$ cat src/design/linear_kalman_filter_step_core_defines.svh
// Assertion macros shared by the filter step core.
// No dependencies; included by files that carry concurrent assertions.
`ifndef LINEAR_KALMAN_FILTER_STEP_CORE_DEFINES_SVH
`define LINEAR_KALMAN_FILTER_STEP_CORE_DEFINES_SVH
`ifndef ASSERT_OFF
// Clocked assertion that is switched off while reset is high.
`define LKF_ASSERT(lbl, clk, rst, prop, msg) \
  lbl: assert property (@(posedge clk) disable iff (rst) prop) else $error(msg);
// Clocked assertion that is also checked during reset.
`define LKF_ASSERT_ALWAYS(lbl, clk, prop, msg) \
  lbl: assert property (@(posedge clk) prop) else $error(msg);
`else
`define LKF_ASSERT(lbl, clk, rst, prop, msg)
`define LKF_ASSERT_ALWAYS(lbl, clk, prop, msg)
`endif
`endif

$ cat src/design/lkf_pkg.sv
// Shared types, constants, step program and fixed-point helpers of the filter core.
// No dependencies; imported by the divider and the top-level core.
package lkf_pkg;

  localparam int STATE_DIM = 4;
  localparam int MEAS_DIM  = 2;
  localparam int FRAC_BITS = 16;
  localparam int DW        = 32;

  localparam int DIM_MAX = (STATE_DIM > MEAS_DIM) ? STATE_DIM : MEAS_DIM;
  localparam int IDX_W   = (DIM_MAX > 1) ? $clog2(DIM_MAX) : 1;
  localparam int CNT_MAX = (DIM_MAX > 2 * MEAS_DIM) ? DIM_MAX : 2 * MEAS_DIM;
  localparam int CNT_W   = $clog2(CNT_MAX + 1);
  localparam int REG_W   = 4;
  localparam int ADDR_W  = REG_W + 2 * IDX_W;
  localparam int DIV_W   = DW + FRAC_BITS;
  localparam int DIV_CW  = $clog2(DIV_W + 1);

  localparam logic [CNT_W-1:0] SD     = CNT_W'(STATE_DIM);
  localparam logic [CNT_W-1:0] MD     = CNT_W'(MEAS_DIM);
  localparam logic [CNT_W-1:0] TWO_MD = CNT_W'(2 * MEAS_DIM);
  localparam logic [CNT_W-1:0] C0     = CNT_W'(0);
  localparam logic [CNT_W-1:0] C1     = CNT_W'(1);

  localparam logic signed [DW-1:0] ONE_Q = DW'(64'sd1 <<< FRAC_BITS);
  localparam logic signed [DW-1:0] Q_MAX = 32'sh7fffffff;
  localparam logic signed [DW-1:0] Q_MIN = 32'sh80000000;

  // Input item codes.
  localparam logic       OP_COEF = 1'b0;
  localparam logic       OP_MEAS = 1'b1;
  localparam logic [1:0] SEL_A   = 2'd0;
  localparam logic [1:0] SEL_H   = 2'd1;
  localparam logic [1:0] SEL_Q   = 2'd2;
  localparam logic [1:0] SEL_R   = 2'd3;

  // Memory regions, one matrix each.
  typedef enum logic [REG_W-1:0] {
    RG_X, RG_P, RG_A, RG_H, RG_Q, RG_R, RG_Z, RG_XP,
    RG_T1, RG_PP, RG_T2, RG_S, RG_M, RG_INV, RG_K, RG_KH
  } region_t;

  typedef enum logic [1:0] {PO_NONE, PO_ADD, PO_RSUB, PO_RSUB_ID} post_t;
  typedef enum logic [1:0] {OK_MM, OK_GJ, OK_OUT} opk_t;

  typedef struct packed {
    opk_t             kind;
    region_t          ra;
    region_t          rb;
    region_t          rc;
    region_t          ro;
    logic [CNT_W-1:0] n;
    logic [CNT_W-1:0] k;
    logic [CNT_W-1:0] m;
    logic             tb;
    post_t            post;
  } op_t;

  // Steps of one filter update.
  typedef enum logic [4:0] {
    P_XP, P_T1, P_PP, P_T2, P_S, P_CPM, P_INI, P_GJ, P_T3, P_K,
    P_T4, P_X, P_KH, P_P, P_OUT, P_CPX, P_CPP, P_OUTS
  } pc_t;

  typedef enum logic [4:0] {
    S_CLEAR, S_IDLE, S_OP, S_MM_RD, S_MM_MUL, S_MM_ACC, S_PO_RD, S_PO_EX, S_MM_WR,
    S_PV_RD, S_PV_CHK, S_SW_RD, S_SW_WA, S_SW_WB, S_DV_PIV, S_DV_PIVL, S_DV_RD,
    S_DV_ST, S_DV_RUN, S_EL_RDF, S_EL_F, S_EL_RD, S_EL_MUL, S_EL_WR, S_GJ_END,
    S_OUT_RD, S_OUT
  } state_t;

  typedef struct packed {
    logic                 start;
    logic signed [DW-1:0] num;
    logic signed [DW-1:0] den;
  } div_req_t;

  typedef struct packed {
    logic                 done;
    logic signed [DW-1:0] q;
  } div_rsp_t;

  function automatic logic signed [DW-1:0] sat34(input logic signed [DW+1:0] v);
    if (v > 34'(Q_MAX)) return Q_MAX;
    if (v < 34'(Q_MIN)) return Q_MIN;
    return v[DW-1:0];
  endfunction

  function automatic logic signed [DW-1:0] qadd(input logic signed [DW-1:0] a,
                                                 input logic signed [DW-1:0] b);
    return sat34(34'(a) + 34'(b));
  endfunction

  function automatic logic signed [DW-1:0] qsub(input logic signed [DW-1:0] a,
                                                 input logic signed [DW-1:0] b);
    return sat34(34'(a) - 34'(b));
  endfunction

  // Rounds a full product half up to the fraction grid and saturates it.
  function automatic logic signed [DW-1:0] qround(input logic signed [2*DW-1:0] p);
    logic signed [2*DW-1:0] s;
    s = (p + (64'sd1 <<< (FRAC_BITS - 1))) >>> FRAC_BITS;
    if (s > 64'(Q_MAX)) return Q_MAX;
    if (s < 64'(Q_MIN)) return Q_MIN;
    return s[DW-1:0];
  endfunction

  function automatic op_t mm(input region_t ra, input region_t rb, input region_t rc,
                             input region_t ro, input logic [CNT_W-1:0] n,
                             input logic [CNT_W-1:0] k, input logic [CNT_W-1:0] m,
                             input logic tb, input post_t post);
    op_t o;
    o.kind = OK_MM;
    o.ra = ra;
    o.rb = rb;
    o.rc = rc;
    o.ro = ro;
    o.n = n;
    o.k = k;
    o.m = m;
    o.tb = tb;
    o.post = post;
    return o;
  endfunction

  // The step program: matrix products with an optional final add or subtract, a Gauss-Jordan step and output steps.
  function automatic op_t prog(input pc_t pc);
    op_t o;
    o = mm(RG_X, RG_X, RG_X, RG_X, SD, C0, C1, 1'b0, PO_NONE);
    case (pc)
      P_XP:  o = mm(RG_A, RG_X, RG_X, RG_XP, SD, SD, C1, 1'b0, PO_NONE);
      P_T1:  o = mm(RG_A, RG_P, RG_X, RG_T1, SD, SD, SD, 1'b0, PO_NONE);
      P_PP:  o = mm(RG_T1, RG_A, RG_Q, RG_PP, SD, SD, SD, 1'b1, PO_ADD);
      P_T2:  o = mm(RG_H, RG_PP, RG_X, RG_T2, MD, SD, SD, 1'b0, PO_NONE);
      P_S:   o = mm(RG_T2, RG_H, RG_R, RG_S, MD, SD, MD, 1'b1, PO_ADD);
      P_CPM: o = mm(RG_X, RG_X, RG_S, RG_M, MD, C0, MD, 1'b0, PO_ADD);
      P_INI: o = mm(RG_X, RG_X, RG_X, RG_INV, MD, C0, MD, 1'b0, PO_RSUB_ID);
      P_GJ:  o.kind = OK_GJ;
      P_T3:  o = mm(RG_PP, RG_H, RG_X, RG_T1, SD, SD, MD, 1'b1, PO_NONE);
      P_K:   o = mm(RG_T1, RG_INV, RG_X, RG_K, SD, MD, MD, 1'b0, PO_NONE);
      P_T4:  o = mm(RG_H, RG_XP, RG_Z, RG_T2, MD, SD, C1, 1'b0, PO_RSUB);
      P_X:   o = mm(RG_K, RG_T2, RG_XP, RG_X, SD, MD, C1, 1'b0, PO_ADD);
      P_KH:  o = mm(RG_K, RG_H, RG_X, RG_KH, SD, MD, SD, 1'b0, PO_RSUB_ID);
      P_P:   o = mm(RG_KH, RG_PP, RG_X, RG_P, SD, SD, SD, 1'b0, PO_NONE);
      P_CPX: o = mm(RG_X, RG_X, RG_XP, RG_X, SD, C0, C1, 1'b0, PO_ADD);
      P_CPP: o = mm(RG_X, RG_X, RG_PP, RG_P, SD, C0, SD, 1'b0, PO_ADD);
      P_OUT, P_OUTS: o.kind = OK_OUT;
      default: o.kind = OK_OUT;
    endcase
    return o;
  endfunction

endpackage

$ cat src/design/lkf_div.sv
// Bit-serial signed fixed-point divider: (num << FRAC_BITS) / den, saturated.
// Depends on lkf_pkg for widths and the request and response types.
module lkf_div (
  input  logic              clk,
  input  logic              rst,
  input  lkf_pkg::div_req_t req,
  output lkf_pkg::div_rsp_t rsp
);
  import lkf_pkg::*;

  logic [DIV_W-1:0]  quo;
  logic [DW-1:0]     rem;
  logic [DW-1:0]     dmag;
  logic              neg;
  logic              run;
  logic              done;
  logic [DIV_CW-1:0] cnt;
  logic [DW:0]       rsh;
  logic              ge;
  logic [DW-1:0]     amag;
  logic [DW-1:0]     bmag;

  // Magnitudes of the operands and one restoring step.
  always_comb begin
    amag = req.num[DW-1] ? DW'(-req.num) : DW'(req.num);
    bmag = req.den[DW-1] ? DW'(-req.den) : DW'(req.den);
    rsh  = {rem, quo[DIV_W-1]};
    ge   = (rsh >= {1'b0, dmag});
  end

  // One quotient bit per cycle.
  always_ff @(posedge clk) begin
    if (rst) begin
      run  <= 1'b0;
      done <= 1'b0;
    end else begin
      done <= 1'b0;
      if (req.start) begin
        quo  <= {amag, {FRAC_BITS{1'b0}}};
        rem  <= '0;
        dmag <= bmag;
        neg  <= req.num[DW-1] ^ req.den[DW-1];
        cnt  <= DIV_CW'(DIV_W);
        run  <= 1'b1;
      end else if (run) begin
        rem <= ge ? DW'(rsh - {1'b0, dmag}) : rsh[DW-1:0];
        quo <= {quo[DIV_W-2:0], ge};
        cnt <= cnt - 1'b1;
        if (cnt == DIV_CW'(1)) begin
          run  <= 1'b0;
          done <= 1'b1;
        end
      end
    end
  end

  // Sign and saturation of the finished quotient.
  always_comb begin
    rsp.done = done;
    if (neg) begin
      rsp.q = (quo > DIV_W'(33'h080000000)) ? Q_MIN : DW'(-quo[DW-1:0]);
    end else begin
      rsp.q = (quo > DIV_W'(33'h07fffffff)) ? Q_MAX : quo[DW-1:0];
    end
  end

endmodule

$ cat config.mk
export PLATFORM = sky130hd
export DESIGN_NAME = lkf_div
export DESIGN_NICKNAME = d
export VERILOG_FILES = /design/src/design/linear_kalman_filter_step_core_defines.svh /design/src/design/lkf_pkg.sv /design/src/design/lkf_div.sv
export SDC_FILE = /design/constraint.sdc
export NUM_CORES = 1
export LEC_CHECK = 0
export ABC_AREA = 1
export BUFFER_PORTS_ARGS = -buffer_cell sky130_fd_sc_hd__buf_4
export CORE_MARGIN = 2
export CORE_UTILIZATION = 55
export DETAILED_ROUTE_END_ITERATION = 8
export GPL_TIMING_DRIVEN = 0
export HOLD_SLACK_MARGIN = 0.05
export PLACE_DENSITY_LB_ADDON = 0.15
export SLEW_MARGIN = 20
export SYNTH_ARGS = -nofsm -noshare
export SYNTH_HDL_FRONTEND = slang
export SYNTH_SLANG_ARGS = --single-unit
$ cat constraint.sdc
create_clock -name clk -period 6 [get_ports clk]
set_input_delay 0.6 -clock clk [delete_from_list [all_inputs] [get_ports clk]]
set_output_delay 0.6 -clock clk [all_outputs]
set_load 0.005 [all_outputs]
==> impl_metrics.json, run 1 <==
{
  "grt_pass1_vias": 9488,
  "synth_area_leaders": "edfxtp_1 34%, nand2_1 15%, inv_1 9.6%",
  "drive_gt1_frac": 0.120,
  "firstDrtPassIters": 7,
  "post-route-period-util": 0.613,
  "power_density_nw_per_um2": 238,
  "dp_hpwl_mm": 23.4,
  "finalSetupViolations": 0,
  "yosysSeqAreaShare": 0.340,
  "async_reset_ff_frac": 0,
  "maxClockFrequency_mhz": 272,
  "root_buffer": "clkbuf_16",
  "p_leak_uw": 0.00607,
  "r2r_start": "quo[47]",
  "holdBufCountCts": 0,
  "via_per_inst": 5.26,
  "synth_edf_count": 119,
  "synthFlopType": "edfxtp_1",
  "post_cts_buffers": 0,
  "hold_depth": 1,
  "worstPathMaxFanout": 10,
  "required_ns": 5.40,
  "maxCapViolCount": 0,
  "multi_input_area_um2": 5760,
  "drcViolationCount": 0,
  "ctsResizeCount": 0,
  "seqCellArea_um2": 3610,
  "min_period_ns": 3.68,
  "area_growth_pct": 16.8,
  "grtUsageTotal": 0.292,
  "synth_compound_area_frac": 0.0773,
  "worstSetupPathType": "flip-flop to primary output",
  "cts_max_level": 4,
  "place_congestion": 0.964,
  "post_drt_wl_per_cell_um": 15.1,
  "synth_area_um2": 10600,
  "slowest_stage": "nor3b_1",
  "vias": 10235,
  "crit_top_cell": "nand2_4",
  "peakVddDrop_mv": 0.181,
  "cts_tree": "built",
  "cts_buffer_depth": 2,
  "start_kind": "flip-flop",
  "muxShareOfSynthArea": 0,
  "dieArea_um2": 20400,
  "diodes": 0,
  "io_pins": 100,
  "syn_avg_cell_area_um2": 6.84,
  "portBuffers": 96,
  "whs_ns": 0.378,
  "postSynthNetCount": 1659,
  "timing.slew.headroom": 0.451,
  "worst_pin_slew_ns": 0.824,
  "row_count": 50,
  "worstHoldStart": "req[0]",
  "nFillCells": 1723,
  "grt_max_degree": 27,
  "final_nets": 1779,
  "grt_overflow": 0,
  "clock_latency_ns": 0.43,
  "hold_viol_final": 0,
  "cts.sinks": 121,
  "yosys.area_share.simple": 0.348,
  "finalPower_uw": 2950,
  "finClkSkew_ns": 0.00887,
  "synth_top_area_frac": 0.336,
  "hold_path_end": "dmag[0]",
  "drv_slew": 0,
  "dpl_cell_area_um2": 11800,
  "synth_top_family_by_area": "simple AND/OR/NAND/NOR gates",
  "arrival_ns": 3.08,
  "hold_class": "primary input to flip-flop",
  "antenna_found_initial": 0,
  "pre_cts_ws_ns": 2.76,
  "synth_cell_type_count": 45,
  "r2r-end": "rem[26]",
  "end_kind": "primary output",
  "slowest_delay_ns": 0.57,
  "synth_top_area_cell": "edfxtp_1",
  "crit_path_cell_trace": "inv_1, nand3_1, nor2_1, nor3b_1, nand2_1, nand2_4, nand2_4, buf_6, o21ai_1, buf_4",
  "setup_ws_ns": 2.32,
  "core_um2": 18800,
  "die_width_um": 143,
  "routed_wl_mm": 29.5,
  "clk_pin_slew_ns": 0.06,
  "final_cells": 1947,
  "regToRegSetupSlack_ns": 3.44,
  "ant_nets": 0,
  "dpl.cell_count": 1915,
  "die-height_um": 143,
  "r2r_cells": 13,
  "start_util": 0.564,
  "synthCells": 1554,
  "ys_ff_latch": 121,
  "cts-buffers-inserted": 17,
  "grt_pass1_wl_mm": 46.6,
  "status": "completed",
  "design_area_um2": 12400,
  "drt_iter0_drc": 806,
  "synthAdderAreaFrac": 0.0455,
  "synth_xor_area_frac": 0.0701,
  "rsz0062_at_grt": "false",
  "synth_warnings": 0
}
[power by group]
| part | total (uW) | switching [uW] | internal (uW) |
|---|---|---|---|
| sequential | 1060 | 40.9 | 1020 |
| clock | 1020 | 439 | 586 |
| combinational | 864 | 549 | 315 |
| total | 2950 | 1030 | 1920 |
[how the worst max path moves through the flow]
stage                    to    start
floorplan            cnt[0]  req[64]
global placement    quo[11]  req[64]
detailed placement  quo[13]  req[64]
CTS                 rsp[29]  quo[47]
global route        rsp[29]  quo[47]
finish              rsp[29]  quo[47]
[placed cells by master (no fill, tap or decap), drive strengths merged, types with 4 or more instances in the layout]
master	instances
a21oi	29
a31oi	8
and2	5
buf	116
clkbuf	39
edfxtp	119
ha	37
inv	286
nand2	431
nand3	97
nand3b	20
nand4	34
nor2	223
nor3	17
nor4	7
o21a	4
o21ai	104
or2	7
xnor2	13
xor2	72
[per-layer routing]
layer / track usage / wire [um] / up-vias
met2: 0.458 / 13100 / 343
li1: - / - / 5195
met3: 0.0661 / 2310 / 40
met5: 0 / 0 / -
met4: 0.0849 / 567 / 0
met1: 0.405 / 13500 / 4657
[state kept, by name (all words and copies together) (netlist names)]
register and cells:
run 1, dmag 32, done 1, cnt 6, rem 32, quo 48
neg 1
[final cells by class]
class,count,area share
multi-input combinational,1118,0.464
timing repair buffer,101,0.0692
tap,260,0.0262
inverter,278,0.0841
clock inverter,15,0.0125
clock buffer,17,0.0343
buffer,37,0.0180
sequential,121,0.291
[synthesized netlist by cell type, types with 5 or more instances]
cell / n
nand3_1: 92
o21ai_1: 20
a31oi_1: 8
buf_6: 8
nor2_4: 5
nand3_2: 5
ha_1: 37
or2_2: 6
clkbuf_1: 22
nor4_1: 7
inv_1: 273
and2_1: 5
nor2_2: 7
xnor2_1: 13
nand2_2: 13
nand2_1: 414
xor2_1: 72
a21oi_1: 25
nor2_1: 211
nor3_1: 14
nand4_1: 34
edfxtp_1: 119
nand3b_1: 18
o21ai_0: 84
[per-stage QoR]
stage / TNS (ns) / util
CTS: 0 / 0.659
global placement: -200.22 / 0.620
detailed placement: 0 / 0.628
global route: 0 / 0.659
finish: 0 / 0.659
floorplan: 0 / -
[kinds of logic after synthesis]
group	Yosys count
AOI/OAI and AO/OA	153
xor gates and xnor gates	85
adders and majority gates	38
buffers and inverters	315
DFF	121
and+or+nand+nor	842
[critical path, delay by kind of cell, from the launching register on]
family	cells	cell delay, ns
AO/OA/AOI/OAI	1	0.27
buffers and inverters	3	0.56
flip-flops	1	0.37
AND/OR/NAND/NOR	6	1.44
Note: power is estimated with default switching activity, not from simulation.
==> inputs of run 2 (changes only) <==
Settings changed: CORE_UTILIZATION 55 to 61.
Clock period 6 ns to 3.6 ns, I/O delays scaled along.
==> run 2 against run 1 <==
Compared with the run above:
- critical path type unchanged
- final area down 0.39%
- global-route usage rose by 3.6 points
- highest routed layer unchanged
- critical path depth unchanged
- via count is 1.4% higher
- worst hold slack worse by 0.25 ns
- count of clock-buffer cells in the layout increased by 4
- clock power grew 68%
- non-clock buffer count did not move
- sequential power increased by 67%
- clock skew increased by 0.0039 ns
==> impl_metrics.json, run 2 (same netlist as run 1, synthesis figures left out) <==
{
  "regToRegSetupSlack_ns": 1.10,
  "via_per_inst": 5.43,
  "grtUsageTotal": 0.328,
  "hold_viol_final": 0,
  "grt_pass1_vias": 9638,
  "arrival_ns": 2.89,
  "final_nets": 1779,
  "seq_power_share": 0.360,
  "post_drt_wl_per_cell_um": 15.6,
  "top_layer": "met4",
  "grt_overflow": 0,
  "start_util": 0.618,
  "start_kind": "flip-flop",
  "cts.sinks": 121,
  "slowest_delay_ns": 0.50,
  "area_growth_pct": 16.3,
  "final_cell_mix": "414 x nand2_1, 273 x inv_1, 210 x nor2_1, 119 x edfxtp_1, 98 x buf_4",
  "status": "completed",
  "final_common_cell": "nand2_1",
  "cts_buffer_depth": 2,
  "r2r_start": "dmag[24]",
  "route.met3.wl_mm": 2.27,
  "slowest_stage": "nor3b_1",
  "grt_max_degree": 32,
  "endpoint": "rsp[27]",
  "holdBufCountCts": 0,
  "root_buffer": "clkbuf_16",
  "finClkSkew_ns": 0.0127,
  "timing.critical_path.buf_inv": 3,
  "ctsResizeCount": 0,
  "routed-wl-met2_mm": 13.4,
  "worst_pin_slew_ns": 0.751,
  "row_count": 48,
  "rsz0062_at_grt": "false",
  "p_leak_uw": 0.00606,
  "maxClockFrequency_mhz": 308,
  "dp_hpwl_mm": 23.7,
  "wl_met1_mm": 13.6,
  "crit_path_cell_trace": "inv_1, nand3_1, nor2_1, nor3b_1, nand2_1, nand2_4, nand2_4, buf_6, o21ai_1, buf_4",
  "ant_nets": 0,
  "required_ns": 3.24,
  "post-route-period-util": 0.903,
  "grt_pass1_wl_mm": 47.0,
  "p_comb_frac": 0.293,
  "die-height_um": 136,
  "clk_pin_slew_ns": 0.06,
  "core_um2": 17200,
  "dieArea_um2": 18500,
  "post_cts_buffers": 0,
  "clock_latency_ns": 0.44,
  "critPathLaunch": "quo[47]",
  "end_kind": "primary output",
  "r2r_cells": 13,
  "largest_reg_flops": 48,
  "antenna_found_initial": 0,
  "internal-power_uw": 3280,
  "diodes": 0,
  "power_switching_uw": 1640,
  "power_density_nw_per_um2": 398,
  "die_width_um": 136,
  "cts-buffers-inserted": 17,
  "min_period_ns": 3.25,
  "drv_slew": 0,
  "drt_iter0_drc": 901,
  "drcViolationCount": 0,
  "worstSetupPathType": "flip-flop to primary output",
  "swShare": 0.334,
  "clkPwrFrac": 0.347,
  "hold_class": "primary input to flip-flop",
  "largestRegisters": "quo x48, dmag x32, rem x32",
  "place_congestion": 0.969,
  "peakVddDrop_mv": 0.400,
  "maxCapViolCount": 0,
  "firstDrtPassIters": 7,
  "portBuffers": 96,
  "worstPathMaxFanout": 10,
  "crit_top_cell": "nand2_4",
  "cpLargestDelayFamily": "simple AND/OR/NAND/NOR gates",
  "cts_max_level": 4,
  "timing.slew.headroom": 0.495,
  "drive_gt1_frac": 0.119,
  "whs_ns": 0.125,
  "dpl.cell_count": 1880,
  "final_cells": 1912,
  "io_pins": 100,
  "largest_register": "quo",
  "worst-path-stages": 10,
  "cts_tree": "built",
  "r2r-end": "rem[2]",
  "vias": 10383,
  "routed_wl_mm": 29.8,
  "finalSetupViolations": 0
}
## run 2: changes by cell type in the layout (fill, tap and decap cells not counted), sizes merged
cell	before	now
clkinvlp	3	4
clkbuf	39	43
clkinv	3	5
bufinv	1	2
inv	286	278
## run 2: final cells by class
type | count | area [um2]
multi-input combinational | 1118 | 5760
fill | 1456 | 4820
clock inverter | 11 | 123
timing repair buffer | 101 | 851
sequential | 121 | 3610
buffer | 37 | 223
inverter | 278 | 1040
clock buffer | 21 | 460
tap | 225 | 282
## run 2: power by group through the flow
stage / sequential (uW) / combinational (uW) / clock [uW]
global placement: 1790 / 1360 / 0
finish: 1770 / 1440 / 1710
floorplan: 1780 / 982 / 0
global route: 1780 / 1610 / 1770
CTS: 1770 / 1420 / 1710
detailed placement: 1800 / 1410 / 0
## run 2: layer usage
layer	vias up	track usage
met2	451	0.529
met5	-	0
li1	5182	-
met4	0	0.0903
met3	51	0.0474
met1	4699	0.463
## run 2: metrics by stage
step / total power [uW] / setup WS (ns) / cell area, um2 / TNS (ns) / utilization
final: 4920 / 0.348 / 12400 / 0 / 0.719
after global routing: 5160 / 0.141 / 12400 / 0 / 0.719
after CTS: 4900 / 0.418 / 12400 / 0 / 0.719
after detailed placement: 3210 / 0.758 / 11800 / 0 / 0.685
after global placement: 3150 / -0.409 / 11600 / -38.89 / 0.677
after floorplan: 2760 / 0.732 / 10600 / 0 / -
## run 2: how the worst min path moves through the flow
stage | slack [ns] | startpoint | endpoint | cells past startpoint
after CTS | 0.12 | req[0] | dmag[0] | 1
after floorplan | 0.44 | rst | done | 1
after global routing | 0.13 | req[0] | dmag[0] | 1
final | 0.12 | req[0] | dmag[0] | 1
after global placement | 0.49 | run | done | 2
after detailed placement | 0.53 | run | done | 2
==> inputs of run 3 (changes only) <==
Settings changed: MAX_ROUTING_LAYER set to met4.
==> run 3 against run 2 <==
Compared with the run above:
- sequential power about the same
- utilization about the same
- clock power up 3%
- setup slack got worse by 0.076 ns
- register-to-register slack got worse by 0.04 ns
- die area unchanged
- final area about the same
- via count rose by 1.3%
- first-iteration DRC count is 12% higher
- global-route usage rose by 1.3 points
- routed wire length up 1.3%
==> impl_metrics.json, run 3 (same netlist as run 1, synthesis figures left out) <==
{
  "cts-buffers-inserted": 17,
  "clock_latency_ns": 0.44,
  "via_per_inst": 5.50,
  "status": "completed",
  "worstHoldStart": "req[0]",
  "firstDrtPassIters": 5,
  "hold_path_end": "dmag[0]",
  "wl_met1_mm": 13.4,
  "cts_buffer_depth": 2,
  "regToRegSetupSlack_ns": 1.06,
  "cts_max_level": 4,
  "p_comb_frac": 0.292,
  "die_width_um": 136,
  "cts.sinks": 121,
  "final_nets": 1779,
  "largest_register": "quo",
  "crit_top_cell": "nand2_4",
  "required_ns": 3.24,
  "final_cell_mix": "414 x nand2_1, 273 x inv_1, 210 x nor2_1, 119 x edfxtp_1, 98 x buf_4",
  "die-height_um": 136,
  "cts_tree": "built",
  "root_buffer": "clkbuf_16",
  "start_kind": "flip-flop",
  "slowest_stage": "nor3b_1",
  "portBuffers": 96,
  "min_period_ns": 3.33,
  "core_um2": 17200,
  "maxClockFrequency_mhz": 300,
  "r2r_start": "rem[21]",
  "post-route-period-util": 0.924,
  "power_density_nw_per_um2": 403,
  "final_common_cell": "nand2_1",
  "clk_pin_slew_ns": 0.06,
  "start_util": 0.618,
  "end_kind": "primary output",
  "largest_reg_flops": 48,
  "whs_ns": 0.125,
  "vias": 10515,
  "r2r-end": "rem[23]",
  "hold_class": "primary input to flip-flop",
  "row_count": 48,
  "drt_iter0_drc": 1010,
  "dieArea_um2": 18500,
  "setup_ws_ns": 0.272,
  "utilization": 0.719,
  "area_growth_pct": 16.3,
  "drcViolationCount": 0,
  "antenna_found_initial": 0,
  "clkPwrFrac": 0.353,
  "grt_max_degree": 32,
  "worstPathMaxFanout": 10,
  "grt_overflow": 0,
  "design_area_um2": 12400,
  "swShare": 0.346,
  "maxCapViolCount": 0,
  "ctsResizeCount": 0,
  "place_congestion": 1.03,
  "finClkSkew_ns": 0.0122,
  "largestRegisters": "quo x48, dmag x32, rem x32",
  "peakVddDrop_mv": 0.406,
  "worst_pin_slew_ns": 0.800,
  "pre_cts_ws_ns": 0.863,
  "grt_pass1_vias": 9669,
  "route.met3.wl_mm": 2.66,
  "top_layer": "met4",
  "power_switching_uw": 1720,
  "arrival_ns": 2.97,
  "crit_path_cell_trace": "inv_1, nand3_1, nor2_1, nor3b_1, nand2_1, nand2_4, nand2_4, buf_6, o21ai_1, buf_4",
  "seq_power_share": 0.355,
  "rsz0062_at_grt": "false",
  "post_cts_buffers": 0,
  "r2r_cells": 12,
  "finalPower_uw": 4980,
  "routed-wl-met2_mm": 13.5,
  "holdBufCountCts": 0,
  "slowest_delay_ns": 0.57,
  "grt_pass1_wl_mm": 47.3,
  "diodes": 0,
  "post_drt_wl_per_cell_um": 15.8,
  "grtUsageTotal": 0.341,
  "hold_viol_final": 0,
  "worstSetupPathType": "flip-flop to primary output",
  "dpl_cell_area_um2": 11800,
  "hold_depth": 1,
  "drive_gt1_frac": 0.120,
  "dp_hpwl_mm": 23.6,
  "finalSetupViolations": 0,
  "routed_wl_mm": 30.2,
  "p_leak_uw": 0.00607,
  "timing.slew.headroom": 0.462,
  "drv_slew": 0,
  "ant_nets": 0,
  "internal-power_uw": 3260,
  "io_pins": 100
}
[run 3: changes by cell type in the layout (fill, tap and decap cells not counted), moves of 2 or more]
cell	change
clkbuf_1	-2
clkbuf_8	-2
clkinv_2	-2
clkinv_4	+4
clkinvlp_4	-2
inv_8	+2
[run 3: final cells by class]
cell class | count | area [um2]
inverters | 278 | 1040
plain buffers | 37 | 223
multi-input cells | 1118 | 5760
clock buffers | 17 | 425
well taps | 225 | 282
fillers | 1466 | 4820
repair buffers | 101 | 838
flip-flops and latches | 121 | 3610
clock inverters | 15 | 168
[run 3: power by group through the flow]
| stage | Sequential, uW | Clock [uW] | Combinational, uW |
|---|---|---|---|
| final | 1770 | 1760 | 1450 |
| after floorplan | 1780 | 0 | 982 |
| after CTS | 1770 | 1750 | 1430 |
| after global placement | 1790 | 0 | 1360 |
| after global routing | 1780 | 1800 | 1620 |
| after detailed placement | 1790 | 0 | 1410 |
[run 3: worst max path at each step]
stage             from      end  slack, ns  cells after the start
2_1_floorplan  req[64]   cnt[0]       0.73                      4
3_3_place_gp   req[64]  quo[10]      -0.33                      4
3_5_place_dp   quo[47]  rsp[29]       0.86                     10
4_1_cts        quo[47]  rsp[29]       0.38                     10
5_1_grt        quo[47]   rsp[0]       0.21                     11
6_report       quo[47]  rsp[29]       0.27                     10
[run 3: routing by layer]
metal	GRT usage	vias up
met5	-	-
met4	0.107	0
met3	0.0503	69
met2	0.523	485
met1	0.468	4776
li1	-	5185
[run 3: stage by stage]
stage / TNS [ns] / std cells
2_1_floorplan: 0 / 1554
3_3_place_gp: -29.49 / 1875
3_5_place_dp: 0 / 1880
4_1_cts: 0 / 1912
5_1_grt: 0 / 1912
6_report: 0 / 1912
[run 3: worst max-delay path, delay by kind of cell, from the launching register on]
family	cells	cell delay [ns]
simple gates	6	1.44
buf+inv	3	0.52
flops	1	0.36
compound gates	1	0.21
